**config.mk**
```make
export PLATFORM = sky130hd
export DESIGN_NAME = sample_set_statistics_flat
export DESIGN_NICKNAME = d
export VERILOG_FILES = /design/src/rtl/sss_pkg.sv /design/src/rtl/sss_if.sv /design/src/rtl/sss_div.sv /design/src/rtl/sss_dp.sv /design/src/rtl/sss_ctrl.sv /design/src/rtl/sample_set_statistics.sv /design/src/flat_wrapper.sv
export SDC_FILE = /design/constraint.sdc
export NUM_CORES = 2
export LEC_CHECK = 0
export BUFFER_PORTS_ARGS = -buffer_cell sky130_fd_sc_hd__buf_2
export CORE_UTILIZATION = 51
export CTS_CLUSTER_SIZE = 12
export DETAILED_ROUTE_END_ITERATION = 7
export HOLD_SLACK_MARGIN = 0.02
export PLACE_DENSITY = 0.77
export SLEW_MARGIN = 5
export SYNTH_ARGS = -nofsm -noshare
export SYNTH_HDL_FRONTEND = slang
export SYNTH_SLANG_ARGS = --single-unit
```
**constraint.sdc**
```tcl
create_clock -name clk -period 8.9 [get_ports clk]
set_input_delay 0.89 -clock clk [delete_from_list [all_inputs] [get_ports clk]]
set_output_delay 0.89 -clock clk [all_outputs]
set_load 0.05 [all_outputs]
```
**src/rtl/sss_pkg.sv**
```systemverilog
// Shared constants and control types of the sample set statistics block.
package sss_pkg;

    // Block configuration.
    localparam int MAX_COUNT    = 1024;
    localparam int SAMPLE_WIDTH = 16;
    localparam int FRAC_BITS    = 16;

    // Fixed widths of the result fields.
    localparam int MEAN_W  = 32;
    localparam int VAR_W   = 46;
    localparam int COUNT_W = 11;

    // Accumulator widths.
    localparam int SUM_W = SAMPLE_WIDTH + $clog2(MAX_COUNT);
    localparam int MAG_W = SUM_W;
    localparam int SQ_W  = 2 * SAMPLE_WIDTH - 1 + $clog2(MAX_COUNT);

    // Variance arithmetic widths.
    localparam int N2_W   = 2 * COUNT_W;
    localparam int A_W    = COUNT_W + SQ_W;
    localparam int B_W    = 2 * MAG_W;
    localparam int D_W    = (A_W > B_W) ? A_W : B_W;

    // Shared divider: numerator and divisor widths.
    localparam int DIV_W     = D_W + FRAC_BITS + 2;
    localparam int DEN_W     = N2_W + 1;
    localparam int DIV_CNT_W = $clog2(DIV_W);

    // Saturation limits of the mean magnitude.
    localparam logic [DIV_W-1:0] MEAN_NEG_LIM = DIV_W'(64'h0000_0000_8000_0000);
    localparam logic [DIV_W-1:0] MEAN_POS_LIM = DIV_W'(64'h0000_0000_7FFF_FFFF);

    // Commands from the controller to the datapath.
    typedef struct packed {
        logic acc_en;
        logic mag_en;
        logic sq_en;
        logic sub_en;
        logic div_start;
        logic div_var;
        logic mean_cap;
        logic load_out;
    } sss_cmd_t;

    // Status from the datapath to the controller.
    typedef struct packed {
        logic div_done;
        logic div_busy;
        logic out_free;
    } sss_sts_t;

endpackage

```
**src/rtl/sss_if.sv**
```systemverilog
// Valid/ready channel interfaces for samples and for results.
interface sss_in_if import sss_pkg::*;
();
    logic                           valid;
    logic                           ready;
    logic signed [SAMPLE_WIDTH-1:0] sample;
    logic                           last;

    modport source (output valid, output sample, output last, input ready);
    modport sink (input valid, input sample, input last, output ready);
endinterface

interface sss_out_if import sss_pkg::*;
();
    logic                           valid;
    logic                           ready;
    logic signed [SAMPLE_WIDTH-1:0] max_value;
    logic signed [SAMPLE_WIDTH-1:0] min_value;
    logic signed [MEAN_W-1:0]       mean_q16;
    logic        [VAR_W-1:0]        variance_q16;
    logic        [COUNT_W-1:0]      sample_count;
    logic                           overflowed;

    modport source (output valid, output max_value, output min_value, output mean_q16,
                    output variance_q16, output sample_count, output overflowed,
                    input ready);
    modport sink (input valid, input max_value, input min_value, input mean_q16,
                  input variance_q16, input sample_count, input overflowed,
                  output ready);
endinterface

```
**src/rtl/sss_div.sv**
```systemverilog
// Radix-2 restoring divider, one quotient bit per cycle.
module sss_div import sss_pkg::*;
(
    input  logic             clk,
    input  logic             rst_n,
    input  logic             start,
    input  logic [DIV_W-1:0] num,
    input  logic [DEN_W-1:0] den,
    output logic [DIV_W-1:0] quotient,
    output logic             busy,
    output logic             done
);

    logic [DEN_W-1:0]     rem_reg,  rem_next;
    logic [DIV_W-1:0]     quo_reg,  quo_next;
    logic [DEN_W-1:0]     den_reg;
    logic [DIV_CNT_W-1:0] cnt_reg;
    logic                 busy_reg;
    logic                 done_reg;
    logic [DEN_W:0]       rem_sh;
    logic [DEN_W:0]       diff;
    logic                 ge;

    // The numerator shifts out at the top while quotient bits shift in below.
    // The divisor is held from the start so that the caller may change it.
    always_comb
    begin
        rem_sh   = {rem_reg, quo_reg[DIV_W-1]};
        diff     = rem_sh - {1'b0, den_reg};
        ge       = (rem_sh >= {1'b0, den_reg});
        rem_next = ge ? diff[DEN_W-1:0] : rem_sh[DEN_W-1:0];
        quo_next = {quo_reg[DIV_W-2:0], ge};
    end

    always_ff @(posedge clk or negedge rst_n)
    begin
        if (!rst_n)
        begin
            busy_reg <= 1'b0;
            done_reg <= 1'b0;
            cnt_reg  <= '0;
        end
        else
        begin
            done_reg <= 1'b0;
            if (start)
            begin
                busy_reg <= 1'b1;
                cnt_reg  <= DIV_CNT_W'(DIV_W - 1);
            end
            else if (busy_reg)
            begin
                if (cnt_reg == '0)
                begin
                    busy_reg <= 1'b0;
                    done_reg <= 1'b1;
                end
                else
                begin
                    cnt_reg <= cnt_reg - 1'b1;
                end
            end
        end
    end

    always_ff @(posedge clk)
    begin
        if (start)
        begin
            rem_reg <= '0;
            quo_reg <= num;
            den_reg <= den;
        end
        else if (busy_reg)
        begin
            rem_reg <= rem_next;
            quo_reg <= quo_next;
        end
    end

    assign quotient = quo_reg;
    assign busy     = busy_reg;
    assign done     = done_reg;

endmodule

```
**src/rtl/sss_dp.sv**
```systemverilog
// Datapath: accumulators, product registers, shared divider and output register.
module sss_dp import sss_pkg::*;
(
    input  logic                           clk,
    input  logic                           rst_n,
    input  sss_cmd_t                       cmd,
    output sss_sts_t                       sts,
    input  logic signed [SAMPLE_WIDTH-1:0] sample,
    input  logic                           out_ready,
    output logic                           out_valid,
    output logic signed [SAMPLE_WIDTH-1:0] max_value,
    output logic signed [SAMPLE_WIDTH-1:0] min_value,
    output logic signed [MEAN_W-1:0]       mean_q16,
    output logic        [VAR_W-1:0]        variance_q16,
    output logic        [COUNT_W-1:0]      sample_count,
    output logic                           overflowed
);

    // Accumulators.
    logic        [COUNT_W-1:0]      count_reg;
    logic signed [SAMPLE_WIDTH-1:0] max_reg;
    logic signed [SAMPLE_WIDTH-1:0] min_reg;
    logic signed [SUM_W-1:0]        sum_reg;
    logic        [SQ_W-1:0]         sumsq_reg;
    logic                           drop_reg;

    // Products and intermediate results.
    logic                           neg_reg;
    logic        [MAG_W-1:0]        mag_reg;
    logic        [N2_W-1:0]         n2_reg;
    logic        [D_W-1:0]          a_reg;
    logic        [D_W-1:0]          b_reg;
    logic        [D_W-1:0]          d_reg;
    logic signed [MEAN_W-1:0]       mean_reg;

    // Output register.
    logic                           out_valid_reg;
    logic signed [SAMPLE_WIDTH-1:0] out_max_reg;
    logic signed [SAMPLE_WIDTH-1:0] out_min_reg;
    logic signed [MEAN_W-1:0]       out_mean_reg;
    logic        [VAR_W-1:0]        out_var_reg;
    logic        [COUNT_W-1:0]      out_count_reg;
    logic                           out_drop_reg;

    logic signed [2*SAMPLE_WIDTH-1:0] sq_full;
    logic        [SQ_W-1:0]           sq_ext;
    logic                             full;
    logic        [SUM_W-1:0]          neg_sum;
    logic        [N2_W-1:0]           n2_next;
    logic        [D_W-1:0]            a_next;
    logic        [D_W-1:0]            b_next;
    logic        [DIV_W-1:0]          mean_num;
    logic        [DIV_W-1:0]          var_num;
    logic        [DIV_W-1:0]          div_num;
    logic        [DEN_W-1:0]          div_den;
    logic        [DIV_W-1:0]          quotient;
    logic        [DIV_W-1:0]          q_sat;
    logic signed [MEAN_W-1:0]         mean_next;
    logic                             div_busy;
    logic                             div_done;

    always_comb
    begin
        sq_full = sample * sample;
        sq_ext  = SQ_W'(sq_full[2*SAMPLE_WIDTH-2:0]);
        full    = (count_reg == COUNT_W'(MAX_COUNT));
        neg_sum = -sum_reg;
        n2_next = count_reg * count_reg;
        a_next  = count_reg * sumsq_reg;
        b_next  = mag_reg * mag_reg;
    end

    always_ff @(posedge clk or negedge rst_n)
    begin
        if (!rst_n)
        begin
            count_reg <= '0;
            max_reg   <= '0;
            min_reg   <= '0;
            sum_reg   <= '0;
            sumsq_reg <= '0;
            drop_reg  <= 1'b0;
        end
        else if (cmd.load_out)
        begin
            count_reg <= '0;
            max_reg   <= '0;
            min_reg   <= '0;
            sum_reg   <= '0;
            sumsq_reg <= '0;
            drop_reg  <= 1'b0;
        end
        else if (cmd.acc_en)
        begin
            if (full)
            begin
                drop_reg <= 1'b1;
            end
            else
            begin
                if (count_reg == '0)
                begin
                    max_reg <= sample;
                    min_reg <= sample;
                end
                else
                begin
                    if (sample > max_reg)
                    begin
                        max_reg <= sample;
                    end
                    if (sample < min_reg)
                    begin
                        min_reg <= sample;
                    end
                end
                sum_reg   <= sum_reg + SUM_W'(sample);
                sumsq_reg <= sumsq_reg + sq_ext;
                count_reg <= count_reg + 1'b1;
            end
        end
    end

    // Post-set arithmetic, one register after each product.
    always_ff @(posedge clk)
    begin
        if (cmd.mag_en)
        begin
            neg_reg <= sum_reg[SUM_W-1];
            mag_reg <= sum_reg[SUM_W-1] ? neg_sum : sum_reg;
            n2_reg  <= n2_next;
            a_reg   <= a_next;
        end
        if (cmd.sq_en)
        begin
            b_reg <= b_next;
        end
        if (cmd.sub_en)
        begin
            d_reg <= (a_reg >= b_reg) ? (a_reg - b_reg) : '0;
        end
        if (cmd.mean_cap)
        begin
            mean_reg <= mean_next;
        end
    end

    // Round to nearest: (2 * x * 2^F + n) / (2 * n).
    always_comb
    begin
        mean_num = DIV_W'({mag_reg, {(FRAC_BITS + 1){1'b0}}}) + DIV_W'(count_reg);
        var_num  = DIV_W'({d_reg, {(FRAC_BITS + 1){1'b0}}}) + DIV_W'(n2_reg);
        if (cmd.div_var)
        begin
            div_num = var_num;
            div_den = DEN_W'({n2_reg, 1'b0});
        end
        else
        begin
            div_num = mean_num;
            div_den = DEN_W'({count_reg, 1'b0});
        end
    end

    sss_div u_div
    (
        .clk      (clk),
        .rst_n    (rst_n),
        .start    (cmd.div_start),
        .num      (div_num),
        .den      (div_den),
        .quotient (quotient),
        .busy     (div_busy),
        .done     (div_done)
    );

    // Mean saturates to the signed 32-bit range.
    always_comb
    begin
        q_sat = (quotient > MEAN_NEG_LIM) ? MEAN_NEG_LIM : quotient;
        if (neg_reg)
        begin
            mean_next = -MEAN_W'(q_sat);
        end
        else if (q_sat > MEAN_POS_LIM)
        begin
            mean_next = MEAN_W'(MEAN_POS_LIM);
        end
        else
        begin
            mean_next = MEAN_W'(q_sat);
        end
    end

    always_ff @(posedge clk or negedge rst_n)
    begin
        if (!rst_n)
        begin
            out_valid_reg <= 1'b0;
        end
        else if (cmd.load_out)
        begin
            out_valid_reg <= 1'b1;
        end
        else if (out_ready)
        begin
            out_valid_reg <= 1'b0;
        end
    end

    always_ff @(posedge clk)
    begin
        if (cmd.load_out)
        begin
            out_max_reg   <= max_reg;
            out_min_reg   <= min_reg;
            out_mean_reg  <= mean_reg;
            out_var_reg   <= quotient[VAR_W-1:0];
            out_count_reg <= count_reg;
            out_drop_reg  <= drop_reg;
        end
    end

    always_comb
    begin
        sts.div_done = div_done;
        sts.div_busy = div_busy;
        sts.out_free = !out_valid_reg || out_ready;
    end

    assign out_valid    = out_valid_reg;
    assign max_value    = out_max_reg;
    assign min_value    = out_min_reg;
    assign mean_q16     = out_mean_reg;
    assign variance_q16 = out_var_reg;
    assign sample_count = out_count_reg;
    assign overflowed   = out_drop_reg;

`ifndef SYNTH
    a_count_range: assert property (@(posedge clk) disable iff (!rst_n)
        count_reg <= COUNT_W'(MAX_COUNT))
        else $error("sample count beyond the maximum");

    a_drop_only_full: assert property (@(posedge clk) disable iff (!rst_n)
        drop_reg |-> full)
        else $error("drop flag set while the set is not full");

    a_clear_after_load: assert property (@(posedge clk) disable iff (!rst_n)
        cmd.load_out |=> (out_valid_reg && count_reg == '0 && !drop_reg))
        else $error("accumulators not cleared after a result was loaded");
`endif

endmodule

```
**src/rtl/sss_ctrl.sv**
```systemverilog
// Controller: sequences accumulation, the post-set arithmetic and the result load.
module sss_ctrl import sss_pkg::*;
(
    input  logic     clk,
    input  logic     rst_n,
    input  logic     in_valid,
    input  logic     in_last,
    output logic     in_ready,
    input  sss_sts_t sts,
    output sss_cmd_t cmd
);

    localparam logic [3:0] ST_ACC       = 4'd0;
    localparam logic [3:0] ST_MAG       = 4'd1;
    localparam logic [3:0] ST_SQ        = 4'd2;
    localparam logic [3:0] ST_SUB       = 4'd3;
    localparam logic [3:0] ST_MEAN_GO   = 4'd4;
    localparam logic [3:0] ST_MEAN_WAIT = 4'd5;
    localparam logic [3:0] ST_VAR_GO    = 4'd6;
    localparam logic [3:0] ST_VAR_WAIT  = 4'd7;
    localparam logic [3:0] ST_LOAD      = 4'd8;

    logic [3:0] state_reg, state_next;

    always_comb
    begin
        state_next = state_reg;
        cmd        = '0;
        in_ready   = 1'b0;
        case (state_reg)
            ST_ACC:
            begin
                in_ready   = 1'b1;
                cmd.acc_en = in_valid;
                if (in_valid && in_last)
                begin
                    state_next = ST_MAG;
                end
            end
            ST_MAG:
            begin
                cmd.mag_en = 1'b1;
                state_next = ST_SQ;
            end
            ST_SQ:
            begin
                cmd.sq_en  = 1'b1;
                state_next = ST_SUB;
            end
            ST_SUB:
            begin
                cmd.sub_en = 1'b1;
                state_next = ST_MEAN_GO;
            end
            ST_MEAN_GO:
            begin
                cmd.div_start = 1'b1;
                state_next    = ST_MEAN_WAIT;
            end
            ST_MEAN_WAIT:
            begin
                if (sts.div_done)
                begin
                    cmd.mean_cap = 1'b1;
                    state_next   = ST_VAR_GO;
                end
            end
            ST_VAR_GO:
            begin
                cmd.div_var   = 1'b1;
                cmd.div_start = 1'b1;
                state_next    = ST_VAR_WAIT;
            end
            ST_VAR_WAIT:
            begin
                if (sts.div_done)
                begin
                    state_next = ST_LOAD;
                end
            end
            ST_LOAD:
            begin
                if (sts.out_free)
                begin
                    cmd.load_out = 1'b1;
                    state_next   = ST_ACC;
                end
            end
            default:
            begin
                state_next = ST_ACC;
            end
        endcase
    end

    always_ff @(posedge clk or negedge rst_n)
    begin
        if (!rst_n)
        begin
            state_reg <= ST_ACC;
        end
        else
        begin
            state_reg <= state_next;
        end
    end

`ifndef SYNTH
    a_start_idle: assert property (@(posedge clk) disable iff (!rst_n)
        cmd.div_start |-> !sts.div_busy)
        else $error("divider started while busy");

    a_load_free: assert property (@(posedge clk) disable iff (!rst_n)
        cmd.load_out |-> sts.out_free)
        else $error("result loaded over an item not yet taken");

    a_last_stops_input: assert property (@(posedge clk) disable iff (!rst_n)
        (cmd.acc_en && in_last) |=> !in_ready)
        else $error("samples accepted while a set is being finished");
`endif

endmodule

```
**src/rtl/sample_set_statistics.sv**
```systemverilog
// Top level of the sample set statistics block: min, max, mean and variance of a set.
//
//  Channel  | Direction | Payload
//  ---------+-----------+------------------------------------------------------------
//  samples  | in        | sample (16, signed), last
//  results  | out       | max_value, min_value, mean_q16, variance_q16, sample_count,
//           |           | overflowed
//
// Samples are taken one per cycle while a set is open. After the sample marked
// last, the block takes no samples while it forms the products and a subtraction
// (states MAG, SQ and SUB), then the shared radix-2 divider produces the mean
// and then the variance at one quotient bit per cycle over its 70-bit numerator.
// The result item sits in an output register; the block reopens for the next
// set as soon as that register is loaded, so a waiting result holds back only
// the following result, not the following samples. Reset is asynchronous and
// active low; it clears the controller, the accumulators and the output valid.
module sample_set_statistics import sss_pkg::*;
(
    input logic       clk,
    input logic       rst_n,
    sss_in_if.sink    samples,
    sss_out_if.source results
);

    sss_cmd_t cmd;
    sss_sts_t sts;

    // The controller owns the sequencing; it sees only handshake and status bits.
    sss_ctrl u_ctrl
    (
        .clk      (clk),
        .rst_n    (rst_n),
        .in_valid (samples.valid),
        .in_last  (samples.last),
        .in_ready (samples.ready),
        .sts      (sts),
        .cmd      (cmd)
    );

    // The datapath holds all the arithmetic and the output register.
    sss_dp u_dp
    (
        .clk          (clk),
        .rst_n        (rst_n),
        .cmd          (cmd),
        .sts          (sts),
        .sample       (samples.sample),
        .out_ready    (results.ready),
        .out_valid    (results.valid),
        .max_value    (results.max_value),
        .min_value    (results.min_value),
        .mean_q16     (results.mean_q16),
        .variance_q16 (results.variance_q16),
        .sample_count (results.sample_count),
        .overflowed   (results.overflowed)
    );

endmodule
```
**src/flat_wrapper.sv**
```systemverilog
// flat-port wrapper written by rule: the top's interface ports become plain ports
module sample_set_statistics_flat import sss_pkg::*;
  (clk, rst_n, samples_valid, samples_sample, samples_last, samples_ready, results_valid, results_max_value, results_min_value, results_mean_q16, results_variance_q16, results_sample_count, results_overflowed, results_ready);
  sss_in_if samples_i ();
  sss_out_if results_i ();
  input logic clk;
  input logic rst_n;
  input wire logic [$bits(samples_i.valid)-1:0] samples_valid;
  input wire logic [$bits(samples_i.sample)-1:0] samples_sample;
  input wire logic [$bits(samples_i.last)-1:0] samples_last;
  output wire logic [$bits(samples_i.ready)-1:0] samples_ready;
  output wire logic [$bits(results_i.valid)-1:0] results_valid;
  output wire logic [$bits(results_i.max_value)-1:0] results_max_value;
  output wire logic [$bits(results_i.min_value)-1:0] results_min_value;
  output wire logic [$bits(results_i.mean_q16)-1:0] results_mean_q16;
  output wire logic [$bits(results_i.variance_q16)-1:0] results_variance_q16;
  output wire logic [$bits(results_i.sample_count)-1:0] results_sample_count;
  output wire logic [$bits(results_i.overflowed)-1:0] results_overflowed;
  input wire logic [$bits(results_i.ready)-1:0] results_ready;
  assign samples_i.valid = samples_valid;
  assign samples_i.sample = samples_sample;
  assign samples_i.last = samples_last;
  assign samples_ready = samples_i.ready;
  assign results_valid = results_i.valid;
  assign results_max_value = results_i.max_value;
  assign results_min_value = results_i.min_value;
  assign results_mean_q16 = results_i.mean_q16;
  assign results_variance_q16 = results_i.variance_q16;
  assign results_sample_count = results_i.sample_count;
  assign results_overflowed = results_i.overflowed;
  assign results_i.ready = results_ready;
  sample_set_statistics u_core (.clk(clk), .rst_n(rst_n), .samples(samples_i), .results(results_i));
endmodule
```
==> impl_metrics.toml <==
[drt]
wl_per_cell_um = 19.5
vias_per_cell = 5.66
via_count = 54600
drt_pass1_iterations = 6
totalWireLength_um = 188000
drt_iter0_drc = 4362
drc_errors = 0
detail-route-antenna-nets = 0

[die]
die_h_um = 386
core_um2 = 146000
initial_utilization = 0.514
ios = 145
die_area_um2 = 149000
die_w_um = 386
rows = 140

[critical_path]
path_common_cell = "fa_1"
cp.required_ns = 9.27
cpMaxStageDelayCell = "edfxtp_1"
critPathKind = "reg -> reg"
worstPathCellList = "nand2_1 -> inv_1 -> fa_1 -> fa_1 -> inv_1 -> fa_1 -> inv_1 -> fa_1 -> inv_1 -> fa_1 -> fa_1 -> inv_1 -> fa_1 -> ha_1 -> and2_1 -> a311o_1 -> a221oi_1 -> a2bb2oi_1 -> o31ai_1 -> a211o_1 -> a31oi_1 -> o21ai_1 -> o311ai_0"
cpPeakStageDelay_ns = 0.94
cp-start-kind = "flip-flop"
end_kind = "flip-flop"
cp.arrival_ns = 8.92
cp_max_fo = 15
crit_family = "adder cells"
crit_buf_inv = 5

[sta]
tightestPinTransition_ns = 1.09
fin_skew_ns = 0.0389
hold_viol_final = 0
setup_viol = 0
fin_crit_ns = 8.55
relSlewSlack = 0.271
maxSlewViolCount = 0
rsz0062_at_grt = "false"
fmax_mhz = 117
period_share = 0.960
setup_ws_ns = 0.354

[global_route]
antenna_found_initial = 3
first_global_vias = 56900
grt_first_pass_wirelength_um = 302000
grt-ovfl-total = 0
grt_max_degree = 81
track_usage = 0.258

[final_layout]
diodes = 0
layout.nets = 9466
fin_util = 0.549
area_delta_synth_final_pct = 6.82
layout-drive-gt1-share = 0.0544
seqCellArea_um2 = 17100
largest_reg_flops = 70
nFillCells = 12400
multi_input_area_um2 = 51700

[synth]
yosys-top-cells-area = "fa_1, edfxtp_1, ha_1, inv_1, dfrtp_1"
yosys.area_share.xor_xnor = 0.0430
ys_seq_area_frac = 0.227
synth-async-reset-ratio = 0.209
synth_ff_type = "edfxtp_1"
synth_cells = 7673
yosys.area_share.simple = 0.137
synth-compound-area-share = 0.0968
yosysUniqueCellTypes = 81
postSynthAreaPerCell_um2 = 9.78
synthAdderAreaFrac = 0.408
ys_seq_elements = 597
synthDominantCellAreaShare = 0.308
syn_area_um2 = 75000
synth.area.mux_share = 0.00382
synth_top_family_by_area = "adder cells"
yosysTopAreaCell = "fa_1"
synth_fp_nets = 9447
synth_edf_count = 449
ys_warn_count = 0

[placed_design]
port_buffers = 144
hpwl_um = 150000
dp_worst_setup_slack_ns = -0.0194
place_congestion = 0.944

[cts]
clockBufferDepth = 3
numCtsBuffers = 68
ctsResizeCount = 0
htree_levels = 3
cts_num_sinks = 597
cts_root_buf = "clkbuf_16"
clk_latency_ns = 0.69
cts_setup_buffers = 0
cts.clk_slew.worst_paths_ns = 0.06
cts_tree = "yes"
hold_buffers = 0

[flow_run]
drv_cap = 0

[hold_path]
min_path_type = "in -> async"

[status]
outcome = "finished clean"
[cell type report]
cell class	count	area share
Multi-Input combinational cell	5393	0.645
Sequential cell	597	0.213
Inverter	1372	0.0643
Tap cell	1917	0.0299
Clock buffer	94	0.0230
Timing Repair Buffer	260	0.0201
Clock inverter	27	0.00479
[Yosys cell counts, types with 24 or more instances]
cell type  number
or3_1          26
o21ai_0       284
nand2_1       816
nand2b_1       52
or2_2          24
o21bai_1       44
nor2b_1        58
nor3_1         75
edfxtp_1      449
xnor2_1       220
xor2_1        148
inv_1        1369
nor2_1        303
and3_1         44
o21a_1         46
buf_1          28
a31oi_1        38
a211oi_1       32
a21o_1        153
o31ai_1        29
and2_1        435
clkbuf_1      275
a22o_1         33
dfrtp_1       125
ha_1          598
nand4_1        54
a21oi_1       290
nand3_1       131
fa_1         1155
[path summary, 6_finish.rpt]
| path | depth (start not counted) | slack (ns) | start | to |
|---|---|---|---|---|
| max in group asynchronous | 2 | 7.24 | rst_n | u_core.u_dp.count_reg[3] |
| worst min register to register | 0 | 0.40 | u_core.u_dp.mean_reg[4] | u_core.u_dp.mean_q16[4] |
| min in group clk | 0 | 0.40 | u_core.u_dp.mean_reg[4] | u_core.u_dp.mean_q16[4] |
| worst max register to register | 23 | 0.35 | u_core.u_dp.mag_reg[15] | u_core.u_dp.b_reg[49] |
| worst min-delay path | 1 | 0.22 | rst_n | u_core.u_dp.max_reg[11] |
| worst max-delay path | 23 | 0.35 | u_core.u_dp.mag_reg[15] | u_core.u_dp.b_reg[49] |
[stage by stage]
stage / TNS [ns] / hold WS (ns) / instances / instance area, µm²
2_1_floorplan: 0 / 0.400 / 7673 / 75000
3_3_place_gp: 0 / 0.403 / 9536 / 77900
4_1_cts: 0 / 0.218 / 9657 / 80100
5_1_grt: 0 / 0.264 / 9660 / 80200
3_5_place_dp: -0.0370 / 0.405 / 9536 / 77900
6_report: 0 / 0.221 / 9660 / 80200
[layer usage]
layer	up-vias	share of wire	wire (µm)	track usage
met5	-	0.000053	10	0
met2	2071	0.49	91700	0.440
met4	2	0.040	7450	0.0923
li1	24700	-	-	-
met1	27400	0.40	75600	0.331
met3	397	0.073	13800	0.0397
[cells by family (layout without fill, tap and decap cells)]
logic type / count (synthesis) / in the layout
fa+ha+maj: 1753 / 1753
simple gates: 2108 / 2108
compound gates: 1136 / 1136
flops: 597 / 597
buf+inv: 1683 / 1753
xor+xnor: 368 / 368
mux: 28 / 28
[placed cells by master (no fill, tap or decap), types with 46 or more instances in the layout]
master and count:
nand2_1 816, nor3_1 72, nand2b_1 52, nor2b_1 58, buf_2 143, buf_4 115
clkbuf_16 69, and2_1 435, nand4_1 54, fa_1 1155, a21oi_1 290, ha_1 598
dfrtp_1 117, nor2_1 301, inv_1 1368, a21o_1 153, o21ai_0 284, xnor2_1 220
xor2_1 148, edfxtp_1 449, o21a_1 46, nand3_1 131
Power is left out: the tool's default activity adds up to more than one toggle a clock period on the data nets, which glitch-free logic cannot reach.
